### config.mk
export PLATFORM = sky130hd
export DESIGN_NAME = lnv_alu
export DESIGN_NICKNAME = d
export VERILOG_FILES = /design/src/rtl/core/lnv_pkg.sv /design/src/rtl/core/lnv_alu.sv
export SDC_FILE = /design/constraint.sdc
export NUM_CORES = 1
export LEC_CHECK = 0
export BUFFER_PORTS_ARGS = -buffer_cell sky130_fd_sc_hd__buf_2
export CAP_MARGIN = 20
export CORE_ASPECT_RATIO = 1.4
export CORE_MARGIN = 2
export CORE_UTILIZATION = 43
export DETAILED_ROUTE_END_ITERATION = 6
export PLACE_DENSITY_LB_ADDON = 0.15
export SYNTH_ARGS = -nofsm -noshare
export SYNTH_HDL_FRONTEND = slang
export SYNTH_SLANG_ARGS = --single-unit
### constraint.sdc
create_clock -name clk -period 5.5 [get_ports clk]
set_input_delay 0.55 -clock clk [delete_from_list [all_inputs] [get_ports clk]]
set_output_delay 0.55 -clock clk [all_outputs]
set_load 0.1 [all_outputs]
### src/rtl/core/lnv_pkg.sv
// ---------------------------------------------------------------------------
// Layer normalisation package
// Shared types, constants and state codes for the layer normalisation block.
// ---------------------------------------------------------------------------
package lnv_pkg;

    localparam int MAX_LEN   = 64;
    localparam int ADDR_W    = $clog2(MAX_LEN);
    localparam int COUNT_W   = $clog2(MAX_LEN + 1);
    localparam int SUM_W     = 22;
    localparam int DIFF_W    = 17;
    localparam int SQSUM_W   = 40;
    localparam int CFG_IDX_W = 2;
    localparam int CFG_DAT_W = 16;

    localparam logic [CFG_IDX_W-1:0] REG_EPSILON      = 2'd0;
    localparam logic [CFG_IDX_W-1:0] REG_SCALE_ENABLE = 2'd1;
    localparam logic [CFG_IDX_W-1:0] REG_SHIFT_ENABLE = 2'd2;

    // Operations of the shared divide / square root unit.
    typedef enum logic [1:0] {
        OP_DIV_SIGNED,
        OP_DIV_UNSIGNED,
        OP_SQRT
    } alu_op_t;

    typedef enum logic [3:0] {
        ST_LOAD,
        ST_MEAN,
        ST_MEAN_WAIT,
        ST_VAR_RD,
        ST_VAR_ACC,
        ST_VAR_DIV,
        ST_VAR_WAIT,
        ST_SQRT,
        ST_SQRT_WAIT,
        ST_OUT_RD,
        ST_OUT_DIV,
        ST_OUT_WAIT,
        ST_OUT_SCALE,
        ST_OUT_EMIT
    } state_t;

    typedef struct packed {
        logic                start;
        alu_op_t             op;
        logic signed [47:0]  num;
        logic        [47:0]  den;
    } alu_req_t;

    typedef struct packed {
        logic                busy;
        logic                done;
        logic signed [47:0]  result;
    } alu_rsp_t;

endpackage

### src/rtl/core/lnv_alu.sv
// ---------------------------------------------------------------------------
// Shared divide and square root unit
// Restoring division (one quotient bit per cycle) and a digit-by-digit
// integer square root (one result bit per cycle).
// ---------------------------------------------------------------------------
module lnv_alu
    import lnv_pkg::*;
(
    input  logic     clk,
    input  logic     rst_n,
    input  alu_req_t req,
    output alu_rsp_t rsp
);

    logic        [5:0]  cnt_reg, cnt_next;
    logic               busy_reg, busy_next;
    logic               done_reg, done_next;
    logic               sqrt_reg, sqrt_next;
    logic               neg_reg, neg_next;
    logic        [47:0] quo_reg, quo_next;
    logic        [48:0] rem_reg, rem_next;
    logic        [47:0] den_reg, den_next;
    logic        [47:0] root_reg, root_next;
    logic        [47:0] mag;
    logic        [48:0] trial;
    logic        [49:0] strial;
    logic        [49:0] srem;

    always_comb
    begin
        busy_next = busy_reg;
        done_next = 1'b0;
        cnt_next  = cnt_reg;
        sqrt_next = sqrt_reg;
        neg_next  = neg_reg;
        quo_next  = quo_reg;
        rem_next  = rem_reg;
        den_next  = den_reg;
        root_next = root_reg;
        mag       = (req.op == OP_DIV_SIGNED && req.num < 0) ? 48'(-req.num)
                                                             : 48'(req.num);
        trial     = {rem_reg[47:0], quo_reg[47]};
        srem      = {rem_reg[47:0], quo_reg[47:46]};
        strial    = {root_reg, 2'b01};
        if (req.start)
        begin
            busy_next = 1'b1;
            sqrt_next = (req.op == OP_SQRT);
            neg_next  = (req.op == OP_DIV_SIGNED) && (req.num < 0);
            quo_next  = mag;
            rem_next  = '0;
            den_next  = req.den;
            root_next = '0;
            cnt_next  = (req.op == OP_SQRT) ? 6'd24 : 6'd48;
        end
        else if (busy_reg)
        begin
            if (sqrt_reg)
            begin
                if (srem >= strial)
                begin
                    rem_next  = 49'(srem - strial);
                    root_next = {root_reg[46:0], 1'b1};
                end
                else
                begin
                    rem_next  = 49'(srem);
                    root_next = {root_reg[46:0], 1'b0};
                end
                quo_next = {quo_reg[45:0], 2'b00};
            end
            else
            begin
                if (trial >= {1'b0, den_reg})
                begin
                    rem_next = trial - {1'b0, den_reg};
                    quo_next = {quo_reg[46:0], 1'b1};
                end
                else
                begin
                    rem_next = trial;
                    quo_next = {quo_reg[46:0], 1'b0};
                end
            end
            cnt_next = cnt_reg - 6'd1;
            if (cnt_reg == 6'd1)
            begin
                busy_next = 1'b0;
                done_next = 1'b1;
            end
        end
    end

    always_ff @(posedge clk or negedge rst_n)
    begin
        if (!rst_n)
        begin
            busy_reg <= 1'b0;
            done_reg <= 1'b0;
            cnt_reg  <= '0;
        end
        else
        begin
            busy_reg <= busy_next;
            done_reg <= done_next;
            cnt_reg  <= cnt_next;
        end
    end

    always_ff @(posedge clk)
    begin
        sqrt_reg <= sqrt_next;
        neg_reg  <= neg_next;
        quo_reg  <= quo_next;
        rem_reg  <= rem_next;
        den_reg  <= den_next;
        root_reg <= root_next;
    end

    assign rsp.busy   = busy_reg;
    assign rsp.done   = done_reg;
    assign rsp.result = sqrt_reg ? $signed(root_reg)
                      : (neg_reg ? -$signed(quo_reg) : $signed(quo_reg));

endmodule

==> results of run 1 <==
-- final cells by class --
cell class	count	share of cell area (%)
Multi-Input combinational cell	1681	56.7
Clock inverter	6	0.294
Inverter	134	2.62
Tap cell	522	3.41
Timing Repair Buffer	184	6.62
Sequential cell	202	26.4
Clock buffer	38	3.94
-- cell usage after synthesis (all sizes together), types with 12 or more instances --
library cell	count
and2	15
xnor2	87
buf	15
nand4	33
edfxtp	98
ha	102
o31ai	33
o21ai	211
xor2	93
or4	16
a211oi	25
a21o	44
nor3	23
nand2	358
inv	133
or3	21
nor2	103
a21oi	201
a31oi	13
mux2i	59
nand3	33
clkbuf	113
dfxtp	96
nor4	12
nor2b	12
o211ai	26
o21bai	21
o21a	13
-- placed cells by master, fill, tap and decap left out, types with 21 or more instances in the layout --
cell         n
nand2_1    357
a21oi_1    198
o21ai_0    189
buf_2      135
inv_1      131
nor2_1     102
ha_1       102
edfxtp_1    98
dfxtp_1     96
xor2_1      91
xnor2_1     87
mux2i_1     59
a21o_1      44
nand3_1     33
nand4_1     33
o31ai_1     29
buf_4       28
o211ai_1    26
clkbuf_16   26
a211oi_1    25
nor3_1      23
o21bai_1    21
-- metrics by stage --
stage,instances,area [µm²],setup WS (ns),power (µW),utilization [%]
finish,2767,19200,-0.136,9280,49.9
global route,2767,19200,-0.240,10000,49.9
CTS,2764,19100,-0.198,9260,49.6
detailed placement,2714,18200,0.122,7560,47.3
global placement,2713,18100,0.173,7540,47.3
floorplan,2145,16800,-0.405,6230,-
-- worst reg2reg max path, cell delays in order, from the launching register on --
cell,delay [ns]
edfxtp_1,0.38
inv_1,0.30
ha_1,0.23
nor2b_1,0.07
o31a_1,0.30
a21oi_1,0.24
nand3_1,0.18
a21oi_1,0.33
o31ai_1,0.26
a21oi_4,0.56
buf_4,0.54
mux2i_1,0.27
a21oi_1,0.08
a21boi_0,0.16
nor3_1,0.18
-- kinds of logic after synthesis --
family                   share of synthesized area [%]
XOR/XNOR                                          9.45
adder cells (fa/ha/maj)                           7.77
AND/OR/NAND/NOR                                   17.6
flip-flops                                        30.3
buffers and inverters                             5.94
AO/OA/AOI/OAI                                     25.2
multiplexers                                      3.61
-- power breakdown --
group	leakage [µW]	internal [µW]	switching (µW)
logic	0.00554	2110	3370
clock network	0.000405	986	655
registers	0.00189	1810	339
total	0.00784	4910	4360
-- how the worst max path moves through the flow --
stage	slack, ns	endpoint	cells after the start	startpoint
after CTS	-0.20	rsp[40]	12	quo_reg[3]
final	-0.14	rsp[38]	13	quo_reg[3]
after detailed placement	0.12	rsp[40]	12	quo_reg[6]
after global placement	0.17	rsp[40]	12	quo_reg[6]
after floorplan	-0.40	rsp[43]	11	quo_reg[6]
after global routing	-0.24	rsp[38]	13	quo_reg[3]
-- metal layers --
layer	share of wire, %	vias up	GRT usage (%)
met5	0	-	0
met4	1.9	0	5.46
met3	4.3	59	2.51
met2	47	350	39.5
met1	46	6968	31.1
li1	-	7839	-
-- what timing repair did --
item                                    4_1_cts  5_1_grt
endpoints found under the setup margin       14       13
hold endpoints to repair                      8        0
resized for setup                             9       15
hold buffers                                  1        0
pin swaps                                     6        7
setup buffers                                 5        2
==> flow_summary.json, run 1 <==
{
  "mappedNetlistNets": 2349,
  "yosysUniqueCellTypes": 71,
  "ctsHtreeMaxLevel": 1,
  "clk_pin_slew_worst_paths_ns": 0.06,
  "arrival_ns": 5.09,
  "critPathMaxStageDelay_ns": 0.55,
  "drt_drc_violations_left": 0,
  "die-width_um": 171,
  "synth_flop_cell": "edfxtp_1",
  "timing.critical_path.from_type": "flop",
  "crit_path_top_delay_cell": "or4_4",
  "cpMostUsedCell": "or4_4",
  "die_area_um2": 40400,
  "number_of_antenna_diodes": 0,
  "io_buffer_count": 150,
  "grt_antenna_before_repair": 0,
  "syn_avg_cell_area_um2": 7.78,
  "cts_buffer_depth": 3,
  "cp_top_family": "simple AND/OR/NAND/NOR gates",
  "num_vias": 15200,
  "route.detailed.wl_per_inst_um": 17.2,
  "worst_hold_path.endpoint": "den_reg[21]",
  "final-setup-viol-count": 3,
  "period_share_pct": 102,
  "fin_worst_skew_ns": 0.0227,
  "synth_area_leaders": "edfxtp_1, dfxtp_1, nand2_1",
  "run_status": "complete, but fails checks",
  "report.final.hold_viol_count": 0,
  "grt_pass1_wl_um": 76400,
  "netlist_area_um2": 16700,
  "critical_path_required_ns": 4.95,
  "worst_slew_margin_relative_to_its_limit_pct": 29.8,
  "static-leakage-power_uw": 0.00784,
  "cp_cell_sequence": "or4_4 > or4_4 > or3_4 > or3_4 > or4_4 > or4_4 > or4_4 > or3_4 > buf_4 > nand2_2 > xor2_2 > o21ai_4 > buf_12",
  "start_point_of_the_worst_min_delay_path": "req[21]",
  "num_io_pins": 151,
  "fin_tns_setup_ns": -0.272,
  "ctsRootBufferMaster": "clkbuf_16",
  "worst_hold_path_type": "input port to flop",
  "violations": "negative setup slack",
  "worstPathMaxFanout": 3,
  "drt_first_pass_iters": 7,
  "share_of_cells_above_drive_strength_1_pct": 12.4,
  "reg2reg_depth": 14,
  "final-seq-area_um2": 5060,
  "area_of_combinational_cells_with_multiple_inputs_um2": 10900,
  "wl_um": 47500,
  "grt_use_total_pct": 23.1,
  "crit_path_end_kind": "output pin",
  "chipHeight_um": 237,
  "via_per_inst": 5.50,
  "drv_slew": 0,
  "dr.first_iter.drc_count": 1013,
  "number_of_core_rows": 85,
  "irDropWorstVdd_mv": 0.293,
  "maxCapViolations": 0,
  "num-fill-cells": 3847,
  "crit-reg2reg-launch": "quo_reg[46]",
  "largest_net_degree_at_the_start_of_global_routing": 198,
  "yosys.area.top_type": "edfxtp_1",
  "finalNetCount": 2431,
  "synth-seq-cells": 202,
  "ys_warn_count": 0,
  "placeable_core_region_um2": 38400,
  "critPathBufInv": 2,
  "grt_pass1_vias": 14600,
  "hold_slack_ns": 0.181,
  "timing.fmax_mhz": 177,
  "latest_clock_arrival_within_the_worst_skew_pair_ns": 0.55,
  "detailed_place_hpwl_um": 35900,
  "final_critical_path_required_period_ns": 5.64,
  "crit-reg2reg-capture": "rem_reg[1]",
  "r2r_setup_slack_ns": 1.35,
  "gp_congestion": 0.926,
  "criticalPathCategory": "flop to output pin",
  "tritoncts": "done",
  "cts_buffers": 24,
  "min_delay_path_depth": 1,
  "synth-seq-area-share_pct": 30.3,
  "setup_ws_ns": -0.136,
  "antenna_left": 0,
  "synthesis.instances": 2145,
  "yosysTopAreaCellShare_pct": 17.6,
  "postSynth.asyncResetShare_pct": 3.96,
  "worst-slew-pin-transition_ns": 1.05,
  "synth_edf_count": 98,
  "area_growth_pct": 14.8,
  "powerDensity_nw_per_um2": 484,
  "cts_sinks": 202,
  "grt_setup_unrepaired": "yes",
  "start_util_pct": 43.5,
  "grt.overflow.total": 0
}
No activity file was read; power rests on OpenSTA's default activity.
==> run 2: changes to the inputs <==
Clock period 5.5 ns to 6.7 ns, I/O delays scaled along.
==> run 2 against run 1 <==
Compared with the run above: the flow now finishes without violations; register-to-register slack improved by 0.57 ns; sequential cell count unchanged; first-iteration DRC count decreased by 3.2%; combinational power decreased by 20%; total power decreased by 20%; final area decreased by 3.0%; critical path type unchanged; largest power group unchanged.
==> flow_summary.json, run 2 (same netlist as run 1, synthesis figures left out) <==
{
  "worstPathMaxFanout": 6,
  "ctsHtreeMaxLevel": 1,
  "die-width_um": 171,
  "num_io_pins": 151,
  "placed_cells_incl_taps": 2704,
  "dpl-instance-area_um2": 17800,
  "postCtsSetupRepairBufs": 0,
  "drt_first_pass_iters": 5,
  "final_core_util_pct": 48.4,
  "cp_cell_sequence": "or4_4 > or4_4 > or3_1 > or3_4 > or4_4 > or4_1 > or4_1 > or3_4 > o31ai_4 > xor2_1 > o21ai_1 > buf_2",
  "grt_use_total_pct": 22.7,
  "cts_buffers": 23,
  "num-fill-cells": 3825,
  "grt_pass1_vias": 14600,
  "crit_path_end_kind": "output pin",
  "post_cts_hold_buffer_count": 1,
  "gp_congestion": 0.916,
  "timing.critical_path.from_type": "flop",
  "worst-slew-pin-transition_ns": 1.03,
  "dpl_worst_slack_ns": 0.927,
  "crit_path_top_delay_cell": "or4_4",
  "cp_top_family": "simple AND/OR/NAND/NOR gates",
  "criticalPathCategory": "flop to output pin",
  "r2r_setup_slack_ns": 1.92,
  "latest_clock_arrival_within_the_worst_skew_pair_ns": 0.52,
  "final-seq-area_um2": 5060,
  "detailed_place_hpwl_um": 35700,
  "area_growth_pct": 11.4,
  "maxCapViolations": 0,
  "largest_net_degree_at_the_start_of_global_routing": 198,
  "route.detailed.wl_per_inst_um": 16.8,
  "share_of_cells_above_drive_strength_1_pct": 10.4,
  "antenna_left": 0,
  "drt_drc_violations_left": 0,
  "irDropWorstVdd_mv": 0.246,
  "grt_setup_unrepaired": "no",
  "drv_slew": 0,
  "period_share_pct": 93.9,
  "finalNetCount": 2413,
  "chipHeight_um": 237,
  "area_of_combinational_cells_with_multiple_inputs_um2": 10700,
  "start_util_pct": 43.5,
  "final_common_cell": "nand2_1",
  "static-leakage-power_uw": 0.00761,
  "placeable_core_region_um2": 38400,
  "grt.overflow.total": 0,
  "cpMostUsedCell": "or4_4",
  "number_of_core_rows": 85,
  "grt_antenna_before_repair": 0,
  "number_of_antenna_diodes": 0,
  "ctsRootBufferMaster": "clkbuf_16",
  "groute.layer.met3.usage_pct": 2.14,
  "powerDensity_nw_per_um2": 402,
  "finalInstanceArea_um2": 18600,
  "cts_repair_resize_count": 0,
  "dr.first_iter.drc_count": 981,
  "io_buffer_count": 150,
  "setup_ws_ns": 0.408,
  "fin_cells": 2746,
  "clk_pin_slew_worst_paths_ns": 0.06,
  "wl_um": 46200,
  "worst_hold_path_type": "input port to flop",
  "grtUsageMet2_pct": 38.2,
  "die_area_um2": 40400,
  "cts_buffer_depth": 3,
  "grt_pass1_wl_um": 75400,
  "arrival_ns": 5.62,
  "num_vias": 15000,
  "cts_sinks": 202,
  "fin_tns_setup_ns": 0,
  "worst_slew_margin_relative_to_its_limit_pct": 31.5,
  "timing.fmax_mhz": 159,
  "fin_worst_skew_ns": 0.0167,
  "globalRoute.busiestLayer": "met2",
  "final_cell_mix": "nand2_1, o21ai_0, a21oi_1",
  "via_per_inst": 5.47,
  "run_status": "finished, final reports clean",
  "final_critical_path_required_period_ns": 6.29,
  "report.final.hold_viol_count": 0,
  "critical_path_required_ns": 6.03,
  "critPathBufInv": 1,
  "met1_track_usage_gr_pct": 31.0,
  "critPathMaxStageDelay_ns": 0.58,
  "final-setup-viol-count": 0,
  "tritoncts": "done"
}
## run 2: cell types whose count changed in the layout (fill, tap and decap cells not counted), moves of 10 or more
cell     before  now
o21ai_0     189  205
o21ai_2      10    0
buf_2       135  149
buf_4        28   14
buf_12       17    1
## run 2: cell type report
| cell class | count | area share (%) |
|---|---|---|
| clock buffer | 35 | 3.95 |
| clock inverter | 5 | 0.323 |
| inverter | 134 | 2.71 |
| multi-input combinational | 1681 | 57.4 |
| sequential | 202 | 27.2 |
| tap | 522 | 3.51 |
| timing repair buffer | 167 | 4.85 |
## run 2: per-stage QoR
step                      power, µW  hold slack [ns]
final                          7460            0.316
after global routing           8070            0.304
after CTS                      7470            0.296
after detailed placement       6130            0.443
after global placement         6100            0.438
after floorplan                5100            0.374
## run 2: power by group
part           switching (µW)  leakage (µW)  internal [µW]
clock                     510      0.000392            793
combinational            2730       0.00532           1670
sequential                280       0.00189           1490
total                    3520       0.00761           3950
## run 2: final timing paths
kind,end,depth (start not counted),startpoint
setup / recovery,rsp[40],12,quo_reg[5]
hold / removal,den_reg[0],1,req[0]
setup reg to reg,rem_reg[44],14,quo_reg[47]
hold reg to reg,root_reg[1],2,root_reg[0]
max in group asynchronous,cnt_reg[5],2,rst_n
min in group asynchronous,cnt_reg[1],2,rst_n
## run 2: per-layer routing
metal,wire length [µm],up-vias,part of all wire [%]
met5,0,-,0
met4,1150,0,2.5
met3,1950,62,4.2
met2,21500,323,47
met1,21600,6830,47
li1,-,7805,-
==> run 3: changes to the inputs <==
Settings changed: CORE_UTILIZATION 43 to 40.
==> run 3 against run 2 <==
Compared with the run above: worst setup slack worse by 0.11 ns; critical path type unchanged; global-route usage down 1.1 points; critical path depth unchanged; sequential cell count stayed put; via count increased by 0.49%.
==> flow_summary.json, run 3 (same netlist as run 1, synthesis figures left out) <==
{
  "drt_drc_violations_left": 0,
  "fin_tns_setup_ns": 0,
  "final_critical_path_required_period_ns": 6.41,
  "drv_slew": 0,
  "worst_slew_margin_relative_to_its_limit_pct": 31.8,
  "detailed_place_hpwl_um": 37000,
  "grt_use_total_pct": 21.6,
  "tritoncts": "done",
  "period_share_pct": 95.6,
  "cts_sinks": 202,
  "worst-slew-pin-transition_ns": 1.02,
  "finalNetCount": 2418,
  "final-setup-viol-count": 0,
  "power.total_uw": 7490,
  "report.final.hold_viol_count": 0,
  "area_growth_pct": 11.6,
  "cts_buffers": 24,
  "timing.critical_path.from_type": "flop",
  "arrival_ns": 5.74,
  "worstPathMaxFanout": 6,
  "route.detailed.wl_per_inst_um": 17.1,
  "irDropWorstVdd_mv": 0.177,
  "ctsHtreeMaxLevel": 1,
  "number_of_core_rows": 88,
  "maxCapViolations": 0,
  "die_area_um2": 43400,
  "final_common_cell": "nand2_1",
  "worst_hold_path_type": "input port to flop",
  "num_vias": 15100,
  "dr.first_iter.drc_count": 912,
  "run_status": "finished, final reports clean",
  "cts_buffer_depth": 3,
  "largest_net_degree_at_the_start_of_global_routing": 97,
  "via_per_inst": 5.44,
  "grt_pass1_wl_um": 76400,
  "grt_antenna_before_repair": 0,
  "wl_um": 47400,
  "fin_cells": 2772,
  "fin_worst_skew_ns": 0.0165,
  "die-width_um": 177,
  "ctsRootBufferMaster": "clkbuf_16",
  "latest_clock_arrival_within_the_worst_skew_pair_ns": 0.55,
  "number_of_antenna_diodes": 0,
  "critical_path_required_ns": 6.03,
  "static-leakage-power_uw": 0.00762,
  "share_of_cells_above_drive_strength_1_pct": 10.6,
  "gp_congestion": 0.923,
  "drt_first_pass_iters": 5,
  "postCtsSetupRepairBufs": 0,
  "placed_cells_incl_taps": 2727,
  "crit_path_end_kind": "output pin",
  "grt_pass1_vias": 14700,
  "criticalPathCategory": "flop to output pin",
  "grt.overflow.total": 0,
  "grt_setup_unrepaired": "no",
  "io_buffer_count": 150,
  "num_io_pins": 151,
  "setup_ws_ns": 0.294,
  "clk_pin_slew_worst_paths_ns": 0.06,
  "placeable_core_region_um2": 41200,
  "start_util_pct": 40.5,
  "dpl_worst_slack_ns": 0.876,
  "powerDensity_nw_per_um2": 402,
  "final_core_util_pct": 45.2,
  "final_cell_mix": "nand2_1, o21ai_0, a21oi_1",
  "antenna_left": 0,
  "timing.fmax_mhz": 156,
  "chipHeight_um": 246
}
==> run 3: through the flow <==
stage / instance area (µm²) / hold WS, ns
after CTS: 18600 / 0.271
final: 18600 / 0.299
after global routing: 18600 / 0.277
after detailed placement: 17800 / 0.447
after global placement: 17800 / 0.443
after floorplan: 16700 / 0.374
==> run 3: layout make-up <==
cell class              count  area (µm²)
fillers                  4265       22600
multi-input cells        1681       10700
repair buffers            171         921
well taps                 540         676
inverters                 134         503
clock inverters             8        78.8
clock buffers              36         712
flip-flops and latches    202        5060
==> run 3: final timing paths <==
kind | startpoint | to | slack, ns | cells after the start
setup reg to reg | quo_reg[47] | rem_reg[44] | 1.99 | 14
max in group asynchronous | rst_n | cnt_reg[1] | 6.03 | 2
hold reg to reg | root_reg[47] | root_reg[47] | 0.46 | 2
min in group asynchronous | rst_n | done_reg | 0.49 | 2
setup / recovery | quo_reg[5] | rsp[40] | 0.29 | 12
hold / removal | req[1] | den_reg[1] | 0.30 | 1
==> run 3: power by group <==
group	internal [µW]	total (µW)	switching, µW
registers	1490	1770	281
clock network	775	1310	539
logic	1670	4410	2740
total	3940	7490	3560
==> run 3: per-layer routing <==
| layer | up-vias | track usage (%) | share of wire [%] |
|---|---|---|---|
| met5 | - | 0 | 0 |
| met4 | 0 | 7.49 | 3.2 |
| met3 | 62 | 2.29 | 4.1 |
| met2 | 346 | 36.5 | 46 |
| met1 | 6863 | 28.4 | 46 |
| li1 | 7822 | - | - |
==> run 3: worst max-delay path, stage by stage, from the launching register on <==
cell,delay (ns)
edfxtp_1,0.46
or4_4,0.57
or4_4,0.43
or3_1,0.37
or3_4,0.43
or4_4,0.52
or4_1,0.51
or4_1,0.58
or3_4,0.45
o31ai_4,0.19
xor2_1,0.10
o21ai_1,0.13
buf_2,0.45
==> run 3: repair_timing <==
action,4_1_cts,5_1_grt
hold buffers,1,0
resized for setup,0,0
hold endpoints to repair,8,0
